==> config.mk <==
export PLATFORM = sky130hd
export DESIGN_NAME = saesp_emit
export DESIGN_NICKNAME = d
export VERILOG_FILES = /design/src/hdl/saesp_pkg.sv /design/src/hdl/saesp_emit.sv
export SDC_FILE = /design/constraint.sdc
export NUM_CORES = 1
export LEC_CHECK = 0
export ABC_AREA = 1
export BUFFER_PORTS_ARGS = -buffer_cell sky130_fd_sc_hd__clkbuf_2
export CORE_MARGIN = 2
export CORE_UTILIZATION = 40
export CTS_BUF_LIST = sky130_fd_sc_hd__clkbuf_8 sky130_fd_sc_hd__clkbuf_16
export DETAILED_ROUTE_END_ITERATION = 6
export PLACE_DENSITY_LB_ADDON = 0.05
export SETUP_SLACK_MARGIN = 0.1
export SLEW_MARGIN = 40
export SYNTH_ARGS = -nofsm -noshare
export SYNTH_HDL_FRONTEND = slang
export SYNTH_SLANG_ARGS = --single-unit
==> constraint.sdc <==
create_clock -name clk -period 2.65 [get_ports clk]
set_input_delay 0.265 -clock clk [delete_from_list [all_inputs] [get_ports clk]]
set_output_delay 0.265 -clock clk [all_outputs]
set_load 0.03 [all_outputs]
==> src/hdl/saesp_pkg.sv <==
// Shared widths, codes and interface structs for the sort and equal-split partitioner.
package saesp_pkg;

  localparam int MAX_PARTICLES_DEF = 64;
  localparam int KEY_W             = 32;
  localparam int TAG_W             = 16;
  localparam int POS_W             = 32;
  localparam int GROUP_W           = 6;
  localparam int GC_W              = 7;
  localparam int AXIS_W            = 2;
  localparam int CFG_IDX_W         = 1;
  localparam int CFG_DATA_W        = 7;
  localparam int GROUP_MAX         = 64;

  typedef enum logic [0:0] {
    CMD_LOAD  = 1'b0,
    CMD_START = 1'b1
  } cmd_t;

  typedef enum logic [CFG_IDX_W-1:0] {
    REG_SORT_AXIS   = 1'b0,
    REG_GROUP_COUNT = 1'b1
  } reg_idx_t;

  localparam logic [AXIS_W-1:0] AXIS_Y = 2'd1;
  localparam logic [AXIS_W-1:0] AXIS_Z = 2'd2;

  typedef struct packed {
    logic               start;
    logic [GC_W-1:0]    gsize;
    logic [GROUP_W-1:0] group_last;
  } emit_ctl_t;

  typedef struct packed {
    logic busy;
    logic done;
  } emit_sts_t;

endpackage

==> src/hdl/saesp_emit.sv <==
// Result stage: reads the sorted tags in order, assigns groups, output register and skid.
module saesp_emit #(
  parameter int MAX_PARTICLES = saesp_pkg::MAX_PARTICLES_DEF
) (
  input  logic                                  clk,
  input  logic                                  rst,
  input  saesp_pkg::emit_ctl_t                  ctl,
  input  logic [$clog2(MAX_PARTICLES+1)-1:0]    count,
  output logic                                  rd_en,
  output logic [$clog2(MAX_PARTICLES)-1:0]      rd_addr,
  input  logic [saesp_pkg::TAG_W-1:0]           rd_data,
  output saesp_pkg::emit_sts_t                  sts,
  output logic                                  out_valid,
  input  logic                                  out_stall,
  output logic [saesp_pkg::TAG_W-1:0]           out_tag,
  output logic [saesp_pkg::GROUP_W-1:0]         group_index,
  output logic                                  last
);

  import saesp_pkg::*;

  localparam int CNT_W = $clog2(MAX_PARTICLES + 1);
  localparam int IDX_W = $clog2(MAX_PARTICLES);

  logic               active;
  logic               done;
  logic [CNT_W-1:0]   iss;
  logic [GC_W-1:0]    gsize;
  logic [GROUP_W-1:0] group_last;
  logic [GROUP_W-1:0] grp;
  logic [GC_W-1:0]    in_grp;

  logic               pend_valid;
  logic [GROUP_W-1:0] pend_group;
  logic               pend_last;

  logic               s_valid;
  logic [TAG_W-1:0]   s_tag;
  logic [GROUP_W-1:0] s_group;
  logic               s_last;

  logic               pop;
  logic [1:0]         occ_after;
  logic               issue;
  logic [GROUP_W-1:0] grp_val;
  logic               out_free;

  assign pop       = out_valid && !out_stall;
  assign occ_after = 2'(out_valid) + 2'(s_valid) + 2'(pend_valid) - 2'(pop);
  assign issue     = active && (iss < count) && (occ_after < 2'd2);
  assign rd_en     = issue;
  assign rd_addr   = iss[IDX_W-1:0];
  assign grp_val   = (gsize == '0) ? group_last : grp;
  assign out_free  = pop || !out_valid;

  assign sts = '{busy: active, done: done};

  always_ff @(posedge clk) begin
    if (rst) begin
      active     <= 1'b0;
      pend_valid <= 1'b0;
      s_valid    <= 1'b0;
      out_valid  <= 1'b0;
      done       <= 1'b0;
    end else begin
      done       <= 1'b0;
      pend_valid <= issue;
      if (ctl.start) begin
        active     <= 1'b1;
        iss        <= '0;
        grp        <= '0;
        in_grp     <= '0;
        gsize      <= ctl.gsize;
        group_last <= ctl.group_last;
      end else if (issue) begin
        iss        <= iss + 1'b1;
        pend_group <= grp_val;
        pend_last  <= (iss == count - 1'b1);
        if (in_grp == gsize - 1'b1 && grp != group_last) begin
          grp    <= grp + 1'b1;
          in_grp <= '0;
        end else if (grp != group_last) begin
          in_grp <= in_grp + 1'b1;
        end
      end

      if (out_free) begin
        if (s_valid) begin
          out_valid   <= 1'b1;
          out_tag     <= s_tag;
          group_index <= s_group;
          last        <= s_last;
          s_valid     <= pend_valid;
          s_tag       <= rd_data;
          s_group     <= pend_group;
          s_last      <= pend_last;
        end else begin
          out_valid   <= pend_valid;
          out_tag     <= rd_data;
          group_index <= pend_group;
          last        <= pend_last;
        end
      end else if (pend_valid) begin
        s_valid <= 1'b1;
        s_tag   <= rd_data;
        s_group <= pend_group;
        s_last  <= pend_last;
      end

      if (pop && last) begin
        active <= 1'b0;
        done   <= 1'b1;
      end
    end
  end

endmodule

==> results.tsv <==
stage	metric	value	unit
status	status	finished, final reports clean	
cells_and_area	final core occ	48.1	%
sta	Sum Neg Setup Slack	0	ps
floorplan	Initial Util	41.5	%
critical_path	critical path peak fanout	4	
sta	unrepaired setup endpoints after global routing	no	
cts	clock tree root buffer cell	clkbuf_8	
logic_synthesis	Synth Instances	434	
flow_run	maxcap violations	0	
logic_synthesis	part of the Yosys area used for sequential elements	62.0	%
global_route	gr ovfl total	0	
global_route	largest net degree at the start of global routing	27	
route	vias	2965	
critical_path	CP Launch Type	register	
cells_and_area	final net count	561	
placement	gpl congestion	0.793	
route	Starting DRT DRC Count	124	
floorplan	die footprint	11700	um2
cells_and_area	Ant. Diodes	0	
logic_synthesis	Area contributors post-synth	edfxtp_1 (60%), nand2_1 (12%), inv_1 (4.6%)	
cts	worst-skew pair later-pin latency	360	ps
route	Vias/cell	4.58	
route	wirelength, routed	7.83	mm
placement	hpwl dp	5.80	mm
floorplan	top-level port count	73	
logic_synthesis	most numerous cell in the Yosys netlist	nand2_1	
sta	part of the cycle the worst path needs	87.6	%
logic_synthesis	synth cell count leaders	nand2_1 (142), edfxtp_1 (86), inv_1 (53)	
cells_and_area	fillers	1005	
sta	Worst slew margin	52.4	%
power_and_ir_drop	Pwr Density	571	nW/um2
route	DRC Markers	0	
global_route	M2 GR Usage	23.9	%
floorplan	# rows	37	
cts	Num CTS Buffers	9	
cts	clock tree from TritonCTS	yes	
logic_synthesis	Syn Std Cell Area	4320	um2
cts	H-tree depth	3	
global_route	met1 usage	18.1	%
logic_synthesis	Yosys cell types	25	
sta	Max Clock Freq	0.431	GHz
sta	Final Skew	13.8	ps
cells_and_area	share of layout cells above drive strength 1	20.5	%
route	drt pass-1 iters	4	
floorplan	Die Height	108	um
logic_synthesis	Seq cells post-synth	91	
logic_synthesis	number of enable flip-flop cells after synthesis	86	
logic_synthesis	Yosys top cell area share	59.7	%
logic_synthesis	largest area contributor in the netlist	edfxtp_1	
placement	number of port buffers	72	
route	Wirelength per Cell	12.1	um
global_route	gr busiest metal	met2	
critical_path	Worst EP arrival	2060	ps
cts	Max Root-Sink Buffers	2	
sta	fin. max-slew vios	0	
sta	Final Critical Period	2320	ps
sta	slew of the pin with the lowest slew margin	713	ps
critical_path	Worst Path Required	2380	ps
hold_path	worst hold path startpoint	ctl[4]	
global_route	initial antenna violation count	0	
sta	hold slack	84.1	ps
critical_path	Buf/Inv on CP	5	
logic_synthesis	Syn. warnings	0	
critical_path	critical path, cell by cell	inv_1 > nor2_2 > ha_1 > inv_1 > ha_1 > nand2_1 > nand2_1 > nand2_1 > nand2_1 > inv_1 > nand4_1 > inv_1 > clkbuf_4	
hold_path	worst hold path type	in -> reg	
logic_synthesis	Main synth FF type	edfxtp_1	
power_and_ir_drop	Peak VDD IR	0.249	mV
cts	clock slew at reported path FFs	90	ps
sta	# setup viols final	0	
sta	Hold Fails Final Rpt	0	
logic_synthesis	Avg Inst Size Synth	9.96	um2
global_route	first-pass GRT wire length	12.9	mm
critical_path	crit path capture type	output port	
global_route	vias in the first global route	2786	
logic_synthesis	Post-Syn Nets	488	
floorplan	Die W	108	um
cts	Num Clock Sinks	91	
cts	post-CTS setup buffer count	0	
critical_path	CP top delay family	simple AND/OR/NAND/NOR gates	
critical_path	Crit Path Class	reg -> out	
power_and_ir_drop	Pwr Total	2.86	mW
power_and_ir_drop	LEAKAGE	2.23	nW
logic_synthesis	asr flop ratio synth	0	%
critical_path	worst reg2reg startpoint	out_valid$_SDFFE_PP0N_	
global_route	gr usage total	14.6	%
route	DRT antenna net count	0	
global_route	met3 Usage GRT	3.07	%
floorplan	Core ar.	10400	um2
critical_path	slowest stage cell, crit path	dfxtp_2	
cells_and_area	Area growth syn-to-layout	15.9	%
critical_path	Worst path max stage delay	360	ps
critical_path	Crit. Startpoint	out_valid$_SDFFE_PP0N_	
==> registers in the layout, summed over array words and instances, names as in the netlist <==
register	flops
grp	6
s_group	6
last	1
iss	7
out_valid	1
in_grp	7
pend_last	1
s_last	1
gsize	7
out_tag	16
pend_group	6
done	1
pend_valid	1
group_index	6
group_last	6
active	1
s_tag	16
s_valid	1
==> logic make-up after synthesis <==
group	count (synthesis)	share of synthesized area, %
buf+inv	70	6.77
xor+xnor	17	3.44
compound gates	31	3.82
flops	91	62.0
simple gates	211	19.9
fa+ha+maj	14	4.05
==> per-layer routing <==
metal / vias up / wire (um)
met5: - / 0
met4: 0 / 192
met3: 16 / 386
met2: 64 / 3740
met1: 1333 / 3500
li1: 1552 / -
==> cells in the final DEF (no fill, tap or decap), types with 2 or more instances in the layout <==
cell / netlist / layout
edfxtp_1: 86 / 86
o21ai_0: 14 / 14
nor2_1: 37 / 34
nand2_1: 142 / 142
inv_1: 53 / 54
a21oi_1: 13 / 13
clkbuf_8: 0 / 9
clkbuf_2: 0 / 71
clkinvlp_4: 0 / 3
xnor2_1: 8 / 8
ha_1: 14 / 14
nand3b_1: 3 / 3
dfxtp_1: 5 / 4
xor2_1: 9 / 9
buf_4: 8 / 6
nor3_1: 5 / 5
nor2_2: 2 / 5
nand3_1: 16 / 16
inv_6: 0 / 2
or2_2: 2 / 2
==> through the flow <==
| step | instances | worst slack, ps | area, um2 |
|---|---|---|---|
| final | 648 | 329 | 5010 |
| after global routing | 648 | 107 | 5010 |
| after CTS | 648 | 189 | 5000 |
| after detailed placement | 632 | 347 | 4830 |
| after global placement | 632 | 419 | 4830 |
| after floorplan | 434 | 141 | 4330 |
==> where the power goes <==
group	internal [mW]	leakage [nW]	total, mW	switching, mW
clock	0.346	0.0837	0.851	0.506
sequential	1.64	0.853	1.68	0.0426
combinational	0.117	1.30	0.326	0.208
==> layout make-up <==
| cell class | instances | area, um2 | share of cell area (%) |
|---|---|---|---|
| Inverter | 54 | 203 | 4.05 |
| Tap cell | 136 | 170 | 3.40 |
| Timing Repair Buffer | 78 | 408 | 8.14 |
| Clock buffer | 9 | 124 | 2.47 |
| Multi-Input combinational cell | 273 | 1370 | 27.3 |
| Sequential cell | 91 | 2680 | 53.6 |
| Clock inverter | 7 | 52.6 | 1.05 |
==> worst paths after layout <==
path	slack, ps	depth (start not counted)	to
worst max-delay path	330	13	rd_en
worst min-delay path	80	1	group_last[4]$_DFFE_PP_
worst max register to register	460	14	pend_group[4]$_DFFE_PP_
worst min register to register	460	0	s_last$_DFFE_PP_
==> what timing repair did <==
item                                   4_1_cts  5_1_grt
resized for setup                            0        4
hold buffers                                 0        0
setup endpoints to repair                    0        1
endpoints found under the hold margin        0        0
==> worst reg2reg max path, delay by kind of cell (launching register included) <==
kind,cells,cell delay (ps)
and+or+nand+nor,8,820
adders and majority gates,2,450
DFF,1,360
buffers and inverters,4,240
No activity file was read; power rests on OpenSTA's default activity.
