### src/hdl/saesp_ram.sv
// Generic single-write, single-read synchronous RAM with registered read data.
module saesp_ram #(
  parameter int WIDTH = 16,
  parameter int DEPTH = 64
) (
  input  logic                     clk,
  input  logic                     we,
  input  logic [$clog2(DEPTH)-1:0] waddr,
  input  logic [WIDTH-1:0]         wdata,
  input  logic                     re,
  input  logic [$clog2(DEPTH)-1:0] raddr,
  output logic [WIDTH-1:0]         rdata
);

  logic [WIDTH-1:0] mem [DEPTH];

  always_ff @(posedge clk) begin
    if (we) begin
      mem[waddr] <= wdata;
    end
    if (re) begin
      rdata <= mem[raddr];
    end
  end

endmodule

### config.mk
export PLATFORM = sky130hd
export DESIGN_NAME = saesp_ram
export DESIGN_NICKNAME = d
export VERILOG_FILES = /design/src/hdl/saesp_ram.sv
export SDC_FILE = /design/constraint.sdc
export NUM_CORES = 1
export LEC_CHECK = 0
export BUFFER_PORTS_ARGS = -buffer_cell sky130_fd_sc_hd__buf_2
export CAP_MARGIN = 20
export CELL_PAD_IN_SITES_DETAIL_PLACEMENT = 1
export CELL_PAD_IN_SITES_GLOBAL_PLACEMENT = 2
export CORE_MARGIN = 3
export CORE_UTILIZATION = 35
export CTS_CLUSTER_DIAMETER = 200
export DETAILED_ROUTE_END_ITERATION = 12
export HOLD_SLACK_MARGIN = 0.02
export PLACE_DENSITY_LB_ADDON = 0.1
export SYNTH_ARGS = -nofsm -noshare
export SYNTH_HDL_FRONTEND = slang
export SYNTH_SLANG_ARGS = --single-unit
export TNS_END_PERCENT = 100
### constraint.sdc
create_clock -name clk -period 6.4 [get_ports clk]
set_clock_uncertainty 0.15 [all_clocks]
set_input_delay 0.64 -clock clk [delete_from_list [all_inputs] [get_ports clk]]
set_output_delay 0.64 -clock clk [all_outputs]
set_load 0.01 [all_outputs]
==> flow_summary.ini, run 1 <==
[status]
status = completed

[floorplan]
ios = 47
die_w_um = 345
num_rows = 123
die_height_um = 345
coreArea_um2 = 113000
die-area_um2 = 119000
start_util = 0.355

[synthesis]
yosysMostFrequentCell = edfxtp_1
synth_edf_count = 1040
syn_inst = 1829
ys_ff_latch = 1040
syn_nets = 1860
synthArstFlopShare = 0
syn_area_um2 = 40200
synth_ff_type = edfxtp_1
ys_seq_area_frac = 0.777
ys_types = 42
ys_top_cells_by_area = edfxtp_1, mux4_2, mux2i_1
synth.avg_cell_area_um2 = 22.0
synth_top_cell_by_area = edfxtp_1
yosys_warnings = 0
synth_top_area_frac = 0.777
synthTopCellsByCount = edfxtp_1, mux4_2, mux2i_1

[timing]
final.period_utilization = 0.536
period_minus_slack_ns = 3.43
hold_viol_final = 0
timing.fmax_mhz = 291
max-slew-margin-rel = 0.254
setup_tns_ns = 0
finalMaxSlewViolations = 0
finalSetupViolations = 0
holdWs_ns = 0.360
grt_setup_unrepaired = no
tightest_slew_ns = 1.12

[clock_tree]
clock_latency_ns = 0.70
cts_buffers = 113
cts_sinks = 1040
cts_tree = yes
post_cts_buffers = 0
hold_buffers = 0
htreeDepth = 3
cts.clk_slew.worst_paths_ns = 0.06
cts_resized = 0
clockBufferDepth = 3
cts-root-buf = clkbuf_16

[global_routing]
track_usage = 0.194
grt_pass1_wl_um = 161000
grt_pass1_vias = 20236
grt-ovfl-total = 0
grt_antenna_before_repair = 17
grt_max_degree = 97

[placement]
io_buffers = 46
routabilityCongestion = 0.759
dp_hpwl_um = 66000

[flow_run]
maxCapViolCount = 0

[route]
wirelength_um = 114000
drc_errors = 0
drt_iter0_drc = 1923
num_vias = 19204
first_pass_iters = 5
wire_per_inst_um = 31.8
vias_per_cell = 5.37
antenna_left = 0

[layout]
layout.nets = 2012
synthToLayoutAreaGrowth_pct = 14.3
nFillCells = 10720
drive_gt1_frac = 0.269

[setup_path]
end_kind = register
cp.required_ns = 6.66
reg2reg_from = mem[5][0]
crit_fanout = 78
arrival_ns = 3.69
start_kind = input pin
crit_start = raddr[2]
r2r_cells = 5
path_class = input pin to register

[power]
fin_total_pwr_mw = 14.5
power.density_nw_per_um2 = 316
ir_drop_mv = 0.227
p_leak_nw = 14.4

[min_path]
hold_class = input pin to register
hold_start = re
whs_path_depth = 1
-- cell families (layout without fill, tap and decap cells) --
family,Yosys count,in the layout,synth area share
DFF,1040,1040,0.777
muxes,336,336,0.155
and+or+nand+nor,220,220,0.0264
AOI/OAI and AO/OA,129,129,0.0240
buffers and inverters,104,347,0.0182
other,0,6,0
-- layout by cell type, fill, tap and decap left out, types with 3 or more instances in the layout --
master        n
bufinv_16     8
and4_1        5
buf_4        89
a22o_1        6
nand2b_1      3
clkbuf_1     26
o21ai_0       5
clkinv_2     22
o21ai_1       3
a211o_1       8
a21oi_1      17
nor2b_1      26
diode_2       6
clkbuf_16   114
a22oi_1      39
nor2_2        5
nor4_2        3
mux4_1        4
mux4_2      220
a221o_1       6
nand3_1      24
a311oi_1      8
inv_6         4
buf_2        43
buf_12        4
clkinv_1     27
nor2_1       69
nand2_1      59
nor2b_2       4
a41oi_1       5
a31oi_1       8
a211oi_1      8
mux2i_1      85
edfxtp_1   1040
a221oi_1     16
nand4_1      12
mux2_2       27
-- worst max-delay path, stage by stage --
cell,delay (ns)
buf_8,0.47
buf_4,0.66
mux4_2,0.40
mux2i_1,0.49
a22oi_1,0.31
a31oi_1,0.49
a311oi_1,0.10
-- path summary, 6_finish.rpt --
kind	end	slack, ns
worst max-delay path	rdata[0]	2.97
worst min-delay path	rdata[3]	0.36
worst min register to register	rdata[14]	0.80
worst max register to register	rdata[0]	3.76
-- per-stage QoR --
| stage | instance area (um2) | worst slack [ns] | util | cells |
|---|---|---|---|---|
| CTS | 45900 | 2.78 | 0.406 | 3572 |
| global route | 45900 | 2.78 | 0.406 | 3572 |
| finish | 46000 | 2.97 | 0.406 | 3578 |
| floorplan | 40200 | 3.58 | - | 1829 |
| detailed placement | 42400 | 2.02 | 0.375 | 3366 |
| global placement | 42400 | 1.99 | 0.374 | 3364 |
-- per-layer routing --
| metal | vias up | part of all wire | GRT usage |
|---|---|---|---|
| met5 | - | 0.00033 | 0 |
| met4 | 6 | 0.016 | 0.0416 |
| met3 | 125 | 0.048 | 0.0272 |
| met2 | 438 | 0.49 | 0.319 |
| met1 | 10612 | 0.45 | 0.275 |
| li1 | 8023 | - | - |
-- where the power goes --
group	switching, mW	leakage [nW]	internal [mW]	total (mW)
sequential	0.0292	9.37	7.56	7.59
clock	2.64	1.72	3.58	6.21
combinational	0.484	3.31	0.240	0.724
-- sequential cells by signal, summed over array words and instances (netlist names) --
| signal | cells |
|---|---|
| rdata | 16 |
| mem | 1024 |
-- area by class of cell --
cell class / count / area (um2) / area share
clock buffers: 140 / 2950 / 0.0642
repair buffers: 141 / 1060 / 0.0231
well taps: 1500 / 1880 / 0.0408
flip-flops and latches: 1040 / 31200 / 0.680
multi-input cells: 685 / 8280 / 0.180
clock inverters: 66 / 547 / 0.0119
diodes: 6 / 15.0 / 0.000327
Note: power is estimated with default switching activity, not from simulation.
==> inputs of run 2 (changes only) <==
--- a/config.mk
+++ b/config.mk
@@ -5,6 +5,7 @@
 export SDC_FILE = /design/constraint.sdc
 export NUM_CORES = 1
 export LEC_CHECK = 0
+export ABC_AREA = 1
 export BUFFER_PORTS_ARGS = -buffer_cell sky130_fd_sc_hd__buf_2
 export CAP_MARGIN = 20
 export CELL_PAD_IN_SITES_DETAIL_PLACEMENT = 1
==> constraint.sdc (replaced) <==
create_clock -name clk -period 3 [get_ports clk]
set_clock_uncertainty 0.15 [all_clocks]
set_input_delay 0.3 -clock clk [delete_from_list [all_inputs] [get_ports clk]]
set_output_delay 0.3 -clock clk [all_outputs]
set_load 0.01 [all_outputs]
==> flow_summary.ini, run 2 <==
[route]
first_pass_iters = 5
drc_errors = 0
num_vias = 28230
antenna_left = 0
vias_per_cell = 5.28
drt_iter0_drc = 2344
wire_per_inst_um = 27.2
wirelength_um = 145000

[clock_tree]
cts-root-buf = clkbuf_16
cts.clk_slew.worst_paths_ns = 0.06
cts_tree = yes
cts_sinks = 1040
post_cts_buffers = 0
cts_buffers = 116
clock_latency_ns = 0.71
cts_resized = 0
clockBufferDepth = 3
htreeDepth = 3

[setup_path]
path_class = input pin to register
arrival_ns = 2.51
r2r_slack_ns = 1.04
cp.required_ns = 3.42
crit_fanout = 120
r2r_cells = 8
end_kind = register
timing.rr.end = rdata[5]
start_kind = input pin
reg2reg_from = mem[11][5]

[flow_run]
maxCapViolCount = 0

[synthesis]
syn_nets = 3548
synthTopCellsByCount = nand2_1, edfxtp_1, nand3_1
yosysMostFrequentCell = nand2_1
ys_types = 15
synth_top_cell_by_area = edfxtp_1
ys_seq_area_frac = 0.739
synth_ff_type = edfxtp_1
syn_area_um2 = 42300
ys_top_cells_by_area = edfxtp_1, nand2_1, nand3_1
synth_edf_count = 1040
synth_top_area_frac = 0.739
synthArstFlopShare = 0
syn_inst = 3517
synth.avg_cell_area_um2 = 12.0
ys_ff_latch = 1040
yosys_warnings = 0

[timing]
tightest_slew_ns = 1.15
period_minus_slack_ns = 2.09
finalSetupViolations = 0
max-slew-margin-rel = 0.232
holdWs_ns = 0.0674
finalMaxSlewViolations = 0
final.period_utilization = 0.698
grt_setup_unrepaired = no
timing.fmax_mhz = 478
hold_viol_final = 0

[global_routing]
grt_pass1_wl_um = 210000
track_usage = 0.231
grt-ovfl-total = 0
grt_antenna_before_repair = 19
grt_pass1_vias = 29225
grt_max_degree = 121

[floorplan]
die-area_um2 = 125000
ios = 47
die_height_um = 353
die_w_um = 353
num_rows = 126
start_util = 0.356
coreArea_um2 = 119000

[status]
status = completed

[layout]
final_common_cell = nand2_1
synthToLayoutAreaGrowth_pct = 15.7
largest_register = mem
largest_reg_flops = 1024
seq_area_um2 = 31200
nFillCells = 12589
mostFrequentLayoutCells = nand2_1, edfxtp_1, nand3_1
drive_gt1_frac = 0.107
layout.nets = 3671
final_core_util = 0.411
multi_input_area_um2 = 9590
top_regs = mem: 1024 flops, rdata: 16 flops

[min_path]
whs_path_depth = 1
hold_start = wdata[7]
hold_class = input pin to register
whs_endpoint = mem[6][7]

[power]
ir_drop_mv = 0.452
fin_total_pwr_mw = 32.5
power.density_nw_per_um2 = 665
p_leak_nw = 17.5

[placement]
dp_hpwl_um = 88000
io_buffers = 46
routabilityCongestion = 0.797
[run 2: cell count changes after synthesis, sizes merged, moves of 30 or more]
cell	delta
a22oi	-39
buf	+122
mux2i	-85
mux4	-224
nand2	+1236
nand3	+847
nor2b	-30
[run 2: logic make-up after synthesis]
family,share of synthesized area
DFF,0.739
and+or+nand+nor,0.226
buffers and inverters,0.0352
[run 2: worst max-delay path: stages]
cell and delay, ns:
buf_8 0.18, buf_12 0.34, buf_4 0.37, nand2_1 0.09, nand3_1 0.09, nand3_1 0.07
nand2_1 0.07, nand2_1 0.08, nand3_1 0.28, nand3_1 0.19, nand2_1 0.13
[run 2: worst max path at each step]
stage	to	slack, ns	from
after CTS	rdata[1]	0.94	rdata[1]
after floorplan	mem[48][0]	-0.004	we
after detailed placement	rdata[2]	0.29	raddr[0]
after global placement	rdata[2]	0.32	raddr[0]
final	rdata[15]	0.91	raddr[0]
after global routing	rdata[15]	0.90	raddr[0]
[run 2: power by group]
group	switching, mW	leakage (nW)	internal [mW]	total [mW]
Clock	5.81	1.82	8.32	14.1
Combinational	1.64	6.34	0.541	2.18
Sequential	0.0573	9.37	16.1	16.2
Total	7.51	17.5	25.0	32.5
[run 2: cell type report]
type                            count  area share
Timing Repair Buffer              230      0.0456
Tap cell                         1600      0.0409
Multi-Input combinational cell   2240       0.196
Clock buffer                      143      0.0619
Antenna cell                        9    0.000461
Clock inverter                     72      0.0148
Sequential cell                  1040       0.639
Inverter                           12     0.00146
[run 2: layer usage]
| metal | track usage | vias up | part of all wire |
|---|---|---|---|
| li1 | - | 12679 | - |
| met1 | 0.329 | 14724 | 0.45 |
| met2 | 0.378 | 684 | 0.47 |
| met3 | 0.0325 | 141 | 0.054 |
| met4 | 0.0495 | 2 | 0.017 |
| met5 | 0 | - | 0.00010 |
[run 2: timing repair]
action                                 CTS  global route
hold buffers                             9             0
setup endpoints to repair                0             0
endpoints found under the hold margin  102             0
[run 2: stage by stage]
stage,instances,setup slack (ns),TNS [ns],cell area (um2)
floorplan,3517,-0.00407,-0.520,42300
global placement,5113,0.321,0,45000
detailed placement,5113,0.289,0,45000
CTS,5337,0.936,0,48900
global route,5338,0.901,0,48900
finish,5346,0.907,0,48900
