===== src/hdl/saesp_div.sv =====
// Restoring divider, one quotient bit per cycle, for the group size.
module saesp_div #(
  parameter int W = 7
) (
  input  logic         clk,
  input  logic         rst,
  input  logic         start,
  input  logic [W-1:0] dividend,
  input  logic [W-1:0] divisor,
  output logic         done,
  output logic [W-1:0] quotient
);

  localparam int STEP_W = $clog2(W + 1);

  logic              busy;
  logic [STEP_W-1:0] step;
  logic [W-1:0]      rem;
  logic [W-1:0]      dvs;
  logic [W:0]        shifted;
  logic [W:0]        trial;

  assign shifted = {rem, quotient[W-1]};
  assign trial   = shifted - {1'b0, dvs};

  always_ff @(posedge clk) begin
    if (rst) begin
      busy <= 1'b0;
      done <= 1'b0;
      step <= '0;
    end else begin
      done <= 1'b0;
      if (start) begin
        busy     <= 1'b1;
        step     <= '0;
        rem      <= '0;
        dvs      <= divisor;
        quotient <= dividend;
      end else if (busy) begin
        if (!trial[W]) begin
          rem      <= trial[W-1:0];
          quotient <= {quotient[W-2:0], 1'b1};
        end else begin
          rem      <= shifted[W-1:0];
          quotient <= {quotient[W-2:0], 1'b0};
        end
        step <= step + 1'b1;
        if (step == STEP_W'(W - 1)) begin
          busy <= 1'b0;
          done <= 1'b1;
        end
      end
    end
  end

endmodule


===== config.mk =====
export PLATFORM = sky130hd
export DESIGN_NAME = saesp_div
export DESIGN_NICKNAME = d
export VERILOG_FILES = /design/src/hdl/saesp_div.sv
export SDC_FILE = /design/constraint.sdc
export NUM_CORES = 1
export LEC_CHECK = 0
export BUFFER_PORTS_ARGS = -buffer_cell sky130_fd_sc_hd__buf_2
export CORE_ASPECT_RATIO = 1.1
export CORE_MARGIN = 4
export CORE_UTILIZATION = 55
export DETAILED_ROUTE_END_ITERATION = 16
export GPL_TIMING_DRIVEN = 0
export PLACE_DENSITY = 0.78
export SLEW_MARGIN = 20
export SYNTH_ARGS = -nofsm -noshare
export SYNTH_HDL_FRONTEND = slang
export SYNTH_SLANG_ARGS = --single-unit

===== constraint.sdc =====
create_clock -name clk -period 2.9 [get_ports clk]
set_input_delay 0.58 -clock clk [delete_from_list [all_inputs] [get_ports clk]]
set_output_delay 0.58 -clock clk [all_outputs]
set_load 0.05 [all_outputs]

==> impl_metrics.ini, run 1 <==
[global_routing]
track_usage = 0.167
globalRouteOverflowTotal = 0
grt_pass1_wl_microns = 4550
antenna_found_initial = 0
grt_max_degree = 16
grt_pass1_vias = 1084

[clock_tree]
post-cts-setup-buffers = 0
cts_tree = yes
clock_latency_ns = 0.32
clkTransAtPathRegs_ns = 0.14
numCtsBuffers = 3
clockBufferDepth = 2
root_buffer = clkbuf_4
clock-sinks = 26
h-tree-depth = 1
ctsHoldBuffers = 0
post_cts_resized = 0

[power]
pwr_density_cell_mw_per_mm2 = 532
ir_drop_mv = 0.413
p_total_mw = 0.875
leakage_nw = 0.643

[timing]
rsz0062_at_grt = false
slew_headroom = 0.512
final-max-slew-violation-count = 0
worst_pin_slew_ns = 0.732
hold_ws_ns = 0.420
fin_crit_sh = 0.849
clock_skew_ns = 0.00334
max_freq_mhz = 406
period_needed_ns = 2.46
setup-violations-final = 0
hold_viol_final = 0
tns_ns = 0

[synth]
yosysUniqueCellTypes = 40
synthArstFlopShare = 0
netlist.area_leader.share = 0.433
synthCells = 120
yosys-top-cells-area = edfxtp_1 (43%), ha_1 (7.7%), dfxtp_1 (6.9%), mux2_2 (4.6%), a21oi_1 (3.8%)
ys_top_cells_by_count = edfxtp_1 (21), a21oi_1 (11), ha_1 (9), inv_1 (9), o21ai_0 (8)
syn_area_per_cell_sq_um = 12.1
post-synth-top-area-cell = edfxtp_1
synth_edf_count = 21
synthesis.area_sq_mm = 0.00146
syn_nets = 147
synth-seq-area-share = 0.502
yosys_warnings = 0
synth-seq-cells = 26
synth_ff_type = edfxtp_1
synth_most_common_cell = edfxtp_1

[die]
ioPinCount = 25
die_w_microns = 57.0
core_area_sq_mm = 0.00252
die_h_microns = 61.9
initial_core_util = 0.577
fp-row-count = 19
design.die.area_sq_mm = 0.00353

[final_layout]
synthToLayoutAreaGrowth_pct = 12.9
antennaDiodeCount = 0
finalNetCount = 176
drive_above_1_share = 0.311
final_area_sq_mm = 0.00164

[setup_path]
startpoint_type = register
critical_path_required_ns = 3.06
critical_path_arrival_ns = 2.62
cp_max_fo = 10
path_class = register to register
endpoint_kind = register

[place]
placed_cell_area_sq_mm = 0.00161
place_congestion = 0.784
dp_hpwl_microns = 2070
io_buffers = 24

[routing]
ant_nets = 0
drt_iter0_drc = 24
route.detailed.drc = 0
wl_per_cell_microns = 15.3
dr.pass1.iters = 4
vias_per_cell = 5.91
via_count = 1057
drt-total-wl_microns = 2730

[status]
status = completed

[job]
max_cap_viol_count = 0

[worst_hold_path]
hold_path.class = primary input to register
kinds of logic (layout without fill, tap and decap cells):
kind of cell	count (synthesis)	count (layout)	share of synthesized area
XOR/XNOR	3	3	0.0181
buffers and inverters	11	39	0.0352
multiplexers	6	6	0.0464
flip-flops	26	26	0.502
adder cells (fa/ha/maj)	10	10	0.0911
AND/OR/NAND/NOR	25	25	0.0963
AO/OA/AOI/OAI	39	39	0.211
through the flow:
step	worst slack, ns	cells	utilization
after detailed placement	0.438	175	0.641
after CTS	0.451	179	0.651
after global routing	0.359	179	0.652
after floorplan	0.564	120	-
final	0.438	179	0.652
after global placement	0.481	175	0.641
state kept, by name (all words and copies together) (netlist names):
signal and count:
busy 1, step 3, dvs 7, quotient 7, rem 7, done 1
final cells by class:
cell class                 instances  area (sq um)
clock inverter                     1          3.75
sequential                        26           731
buffer                             2          17.5
multi-input combinational         83           676
tap                               31          38.8
timing repair buffer              24           120
inverter                           9          33.8
clock buffer                       3          22.5
fill                             215           877
worst paths after layout:
path,startpoint,endpoint,slack (ns),cells past startpoint
hold / removal,divisor[4],dvs[4]$_DFFE_PP_,0.42,1
hold reg to reg,step[2]$_SDFFE_PP0P_,done$_SDFF_PP0_,0.51,2
setup / recovery,rem[0]$_SDFFCE_PP0P_,rem[4]$_SDFFCE_PP0P_,0.44,6
setup reg to reg,rem[0]$_SDFFCE_PP0P_,rem[4]$_SDFFCE_PP0P_,0.44,6
layer usage:
metal	global-route usage	wire length, microns	up-vias
met4	0.0728	48	0
met1	0.179	1080	508
met5	0	0	-
met2	0.334	1510	27
met3	0.0207	86	5
li1	-	-	517
worst max-delay path: stages (launching register included):
cell and delay, ns:
edfxtp_1 0.46, ha_1 0.30, nor2b_1 0.16, o31ai_4 0.31, a31oi_2 0.27, or4_1 0.57
a21oi_1 0.21
cells in the final DEF, fill, tap and decap left out, types with 2 or more instances in the layout:
cell and n:
nor2b_1 4, buf_2 24, nor2_1 4, nor3_1 4, a211oi_1 2, dfxtp_1 5, ha_1 9, edfxtp_1 21
xnor2_1 2, o21ai_0 8, mux2_2 6, inv_1 9, o21a_1 3, nand3_1 2, a21o_4 2, clkbuf_4 3
a21oi_1 11, nand2_1 3
where the power goes:
part / total [mW] / internal [mW] / switching, mW
Combinational: 0.263 / 0.110 / 0.153
Clock: 0.158 / 0.0505 / 0.107
Sequential: 0.454 / 0.439 / 0.0154
Total: 0.875 / 0.599 / 0.275
Power figures use the tool's default switching activity.
==> run 2, diff against run 1 <==
==> constraint.sdc (replaced) <==
create_clock -name clk -period 2.31 [get_ports clk]
set_input_delay 0.462 -clock clk [delete_from_list [all_inputs] [get_ports clk]]
set_output_delay 0.462 -clock clk [all_outputs]
set_load 0.05 [all_outputs]
==> run 2 against run 1 <==
- total power increased by 33%
- sequential power increased by 26%
- die area unchanged
- global-route usage increased by 0.067 points
- sequential share of layout area decreased by 2.9 points
- critical path depth increased by 1
- critical endpoint unchanged
- highest routed layer unchanged
==> impl_metrics.ini, run 2 (same netlist as run 1, synthesis figures left out) <==
[final_layout]
antennaDiodeCount = 0
layout_commonest_cell = buf_2
top_regs = dvs (7), quotient (7), rem (7)
fin_util = 0.697
drive_above_1_share = 0.391
finalNetCount = 179
synthToLayoutAreaGrowth_pct = 20.6
layout_common_cells = buf_2 (24), edfxtp_1 (21), inv_1 (9)

[timing]
fin_crit_sh = 0.993
worst_pin_slew_ns = 0.745
tns_ns = 0
clock_skew_ns = 0.00201
final-max-slew-violation-count = 0
hold_viol_final = 0
rsz0062_at_grt = true
hold_ws_ns = 0.303
slew_headroom = 0.503
setup-violations-final = 0
period_needed_ns = 2.29
max_freq_mhz = 436

[worst_hold_path]
hold_path.class = primary input to register
whs_endpoint = dvs[4]$_DFFE_PP_
min_from = divisor[4]
holdPathStages = 1

[setup_path]
rr_endpoint = rem[4]$_SDFFCE_PP0P_
startpoint_type = register
crit_slowest_cell = or4_1
critical_path_required_ns = 2.49
crit_chain = ha_4 > o211a_4 > o31ai_4 > buf_4 > a21o_4 > or4_1 > a21oi_2
rr_worst_depth = 7
path_class = register to register
worst_r2r_startpoint = rem[1]$_SDFFCE_PP0P_
r2r_setup_slack_ns = 0.02
critical_path_arrival_ns = 2.48
cp_max_fo = 10
critPathMaxStageDelay_ns = 0.53
endpoint_kind = register

[routing]
drt-total-wl_microns = 2890
ant_nets = 0
dr.pass1.iters = 4
via_count = 1055
vias_per_cell = 5.80
drt_iter0_drc = 36
route.detailed.drc = 0
wl_per_cell_microns = 15.9

[clock_tree]
clockBufferDepth = 2
clock-sinks = 26
clkTransAtPathRegs_ns = 0.13
h-tree-depth = 1
numCtsBuffers = 3
cts_tree = yes
clock_latency_ns = 0.32
root_buffer = clkbuf_4

[power]
ir_drop_mv = 0.582
leakage_nw = 0.661
pwr_density_cell_mw_per_mm2 = 661

[die]
die_w_microns = 57.0
initial_core_util = 0.577
die_h_microns = 61.9
ioPinCount = 25
core_area_sq_mm = 0.00252
design.die.area_sq_mm = 0.00353
fp-row-count = 19

[status]
status = completed

[global_routing]
antenna_found_initial = 0
track_usage = 0.168
globalRouteOverflowTotal = 0
grt_max_degree = 16
grt_pass1_vias = 1038
grt_pass1_wl_microns = 4550

[place]
io_buffers = 24
place_congestion = 0.780
dp_hpwl_microns = 2050

[job]
max_cap_viol_count = 0
run 2: report_power, final:
| group | internal (mW) | switching (mW) |
|---|---|---|
| clock | 0.0677 | 0.132 |
| combinational | 0.175 | 0.213 |
| sequential | 0.551 | 0.0217 |
run 2: per-stage QoR:
| step | power, mW | worst slack [ns] | cells | area, sq um |
|---|---|---|---|---|
| floorplan | 0.834 | 0.0250 | 120 | 1460 |
| global placement | 0.897 | -0.0886 | 175 | 1620 |
| detailed placement | 0.909 | -0.103 | 175 | 1620 |
| CTS | 1.14 | 0.0107 | 181 | 1720 |
| global route | 1.22 | -0.0132 | 182 | 1760 |
| finish | 1.16 | 0.0165 | 182 | 1760 |
run 2: area by class of cell:
type	count	area [sq um]
repair buffers	27	143
inverters	9	33.8
plain buffers	2	17.5
multi-input cells	83	766
clock buffers	4	26.3
fillers	199	764
flip-flops and latches	26	731
well taps	31	38.8
run 2: worst max path at each step:
stage,from,endpoint,slack (ns),cells past startpoint
floorplan,quotient[6]$_DFFE_PP_,rem[4]$_SDFFCE_PP0P_,0.03,8
global placement,rem[0]$_SDFFCE_PP0P_,rem[4]$_SDFFCE_PP0P_,-0.09,6
detailed placement,rem[0]$_SDFFCE_PP0P_,rem[4]$_SDFFCE_PP0P_,-0.10,6
CTS,dvs[1]$_DFFE_PP_,rem[4]$_SDFFCE_PP0P_,0.01,7
global route,rem[0]$_SDFFCE_PP0P_,rem[4]$_SDFFCE_PP0P_,-0.01,7
finish,rem[1]$_SDFFCE_PP0P_,rem[4]$_SDFFCE_PP0P_,0.02,7
run 2: timing repair:
| action | in CTS | in global routing |
|---|---|---|
| resized for setup | 8 | 5 |
| setup endpoints to repair | 2 | 7 |
| hold buffers | 0 | 0 |
| buffers inserted | 2 | 1 |
| pin swaps | 2 | 2 |
run 2: routing by layer:
metal	track usage	wire, microns	vias to the layer above
met5	0	0	-
met3	0.0145	63	5
met1	0.186	1210	513
li1	-	-	518
met2	0.334	1570	19
met4	0.0695	44	0
run 2: worst max-delay path: cells and delay by family (launching register included):
kind | cells | cell delay (ns)
AND/OR/NAND/NOR | 1 | 0.53
adder cells (fa/ha/maj) | 1 | 0.35
buffers and inverters | 1 | 0.16
flip-flops | 1 | 0.46
AO/OA/AOI/OAI | 4 | 0.65
==> run 3, diff against run 2 <==
--- a/config.mk
+++ b/config.mk
@@ -6,12 +6,14 @@
 export NUM_CORES = 1
 export LEC_CHECK = 0
 export BUFFER_PORTS_ARGS = -buffer_cell sky130_fd_sc_hd__buf_2
+export CELL_PAD_IN_SITES_DETAIL_PLACEMENT = 1
+export CELL_PAD_IN_SITES_GLOBAL_PLACEMENT = 1
 export CORE_ASPECT_RATIO = 1.1
 export CORE_MARGIN = 4
-export CORE_UTILIZATION = 55
+export CORE_UTILIZATION = 44
 export DETAILED_ROUTE_END_ITERATION = 16
 export GPL_TIMING_DRIVEN = 0
-export PLACE_DENSITY = 0.78
+export PLACE_DENSITY_LB_ADDON = 0.1
 export SLEW_MARGIN = 20
 export SYNTH_ARGS = -nofsm -noshare
 export SYNTH_HDL_FRONTEND = slang
==> run 3 against run 2 <==
- total power increased by 0.90%
- via count increased by 2.9%
- routed wire length increased by 10%
- worst setup slack improved by 0.082 ns
- clock-buffer cell count unchanged
- maximum frequency increased by 3.7%
- register-to-register slack improved by 0.08 ns
- utilization decreased by 12 points
- final cell count increased by 3.8%
- largest cell class unchanged
==> impl_metrics.ini, run 3 (same netlist as run 1, synthesis figures left out) <==
[status]
status = completed

[global_routing]
antenna_found_initial = 0
grt_pass1_wl_microns = 5150
grt_max_degree = 16
grt_util_met3 = 0.0197
track_usage = 0.157
globalRouteOverflowTotal = 0
grt_use_met1 = 0.168
met2_usage = 0.318
grt_pass1_vias = 1106
grt.busiest_layer = met2

[job]
max_cap_viol_count = 0

[setup_path]
cp_max_fo = 10
path_class = register to register
critical_path_arrival_ns = 2.40
critical_path_required_ns = 2.50
startpoint_type = register
endpoint_kind = register

[final_layout]
final-seq-area_sq_um = 731
fin_util = 0.572
layout_common_cells = buf_2 (24), edfxtp_1 (21), a21oi_1 (10)
fillerInstances = 340
drive_above_1_share = 0.406
layout_commonest_cell = buf_2
synthToLayoutAreaGrowth_pct = 21.8
top_regs = dvs (7), quotient (7), rem (7)
finalNetCount = 183
multi_input_area_sq_um = 749
stdcell_count = 189
antennaDiodeCount = 0

[timing]
worst_pin_slew_ns = 0.782
rsz0062_at_grt = false
tns_ns = 0
slew_headroom = 0.478
hold_ws_ns = 0.305
period_needed_ns = 2.21
setup-violations-final = 0
max_freq_mhz = 452
clock_skew_ns = 0.00469
final-max-slew-violation-count = 0
setup_ws_ns = 0.0981
fin_crit_sh = 0.958
hold_viol_final = 0

[routing]
ant_nets = 0
via_count = 1086
wl_per_cell_microns = 16.9
dr.pass1.iters = 4
vias_per_cell = 5.75
drt-total-wl_microns = 3190
drt_iter0_drc = 31
route.detailed.drc = 0

[place]
io_buffers = 24
place_congestion = 0.768
place_inst = 178
dp_hpwl_microns = 2300
dp_slack_ns = -0.150

[die]
fp-row-count = 21
die_w_microns = 62.8
design.die.area_sq_mm = 0.00429
core_area_sq_mm = 0.00310
die_h_microns = 68.3
initial_core_util = 0.469
ioPinCount = 25

[clock_tree]
clock-sinks = 26
clock_latency_ns = 0.32
h-tree-depth = 1
clockBufferDepth = 2
clkTransAtPathRegs_ns = 0.14
root_buffer = clkbuf_4
numCtsBuffers = 3
cts_tree = yes

[power]
p_comb_frac = 0.339
clkPwrFrac = 0.172
switchingPower_mw = 0.369
p_seq_frac = 0.489
intPower_mw = 0.801
pwr_density_cell_mw_per_mm2 = 660
swShare = 0.316
leakage_nw = 0.680
ir_drop_mv = 0.392

[worst_hold_path]
hold_path.class = primary input to register
run 3: per-layer routing:
layer | vias up | wire length [microns]
li1 | 530 | -
met1 | 540 | 1310
met2 | 12 | 1780
met3 | 4 | 62
met4 | 0 | 40
met5 | - | 0
run 3: worst max-delay path: stages (launching register included):
cell	delay (ns)
edfxtp_1	0.47
ha_4	0.30
o211a_4	0.16
o31ai_4	0.08
buf_4	0.16
a21o_4	0.24
or4_4	0.52
a21oi_2	0.14
run 3: final timing paths:
check / start / endpoint / slack, ns / cells after the start
worst max-delay path: rem[2]$_SDFFCE_PP0P_ / rem[4]$_SDFFCE_PP0P_ / 0.1 / 7
worst min-delay path: divisor[4] / dvs[4]$_DFFE_PP_ / 0.30 / 1
worst max register to register: rem[2]$_SDFFCE_PP0P_ / rem[4]$_SDFFCE_PP0P_ / 0.1 / 7
worst min register to register: step[2]$_SDFFE_PP0P_ / done$_SDFF_PP0_ / 0.50 / 2
run 3: area by class of cell:
cell class | instances | share of cell area
timing repair buffer | 31 | 0.0974
clock buffer | 4 | 0.0148
buffer | 2 | 0.00988
inverter | 9 | 0.0191
sequential | 26 | 0.412
tap | 34 | 0.0240
multi-input combinational | 83 | 0.423
run 3: what timing repair did:
action                                  4_1_cts  5_1_grt
hold buffers                                  0        0
endpoints found under the setup margin        2        2
pin swaps                                     2        4
resized for setup                             9        4
setup buffers                                 4        3
run 3: power by group through the flow:
stage	Combinational (mW)	Clock (mW)	Sequential, mW
floorplan	0.228	0	0.606
global placement	0.322	0	0.580
detailed placement	0.335	0	0.582
CTS	0.373	0.207	0.573
global route	0.431	0.231	0.576
finish	0.397	0.202	0.572
run 3: stage by stage:
step | power (mW) | cell area (sq um)
2_1_floorplan | 0.834 | 1460
3_3_place_gp | 0.902 | 1620
3_5_place_dp | 0.916 | 1630
4_1_cts | 1.15 | 1740
5_1_grt | 1.24 | 1770
6_report | 1.17 | 1770
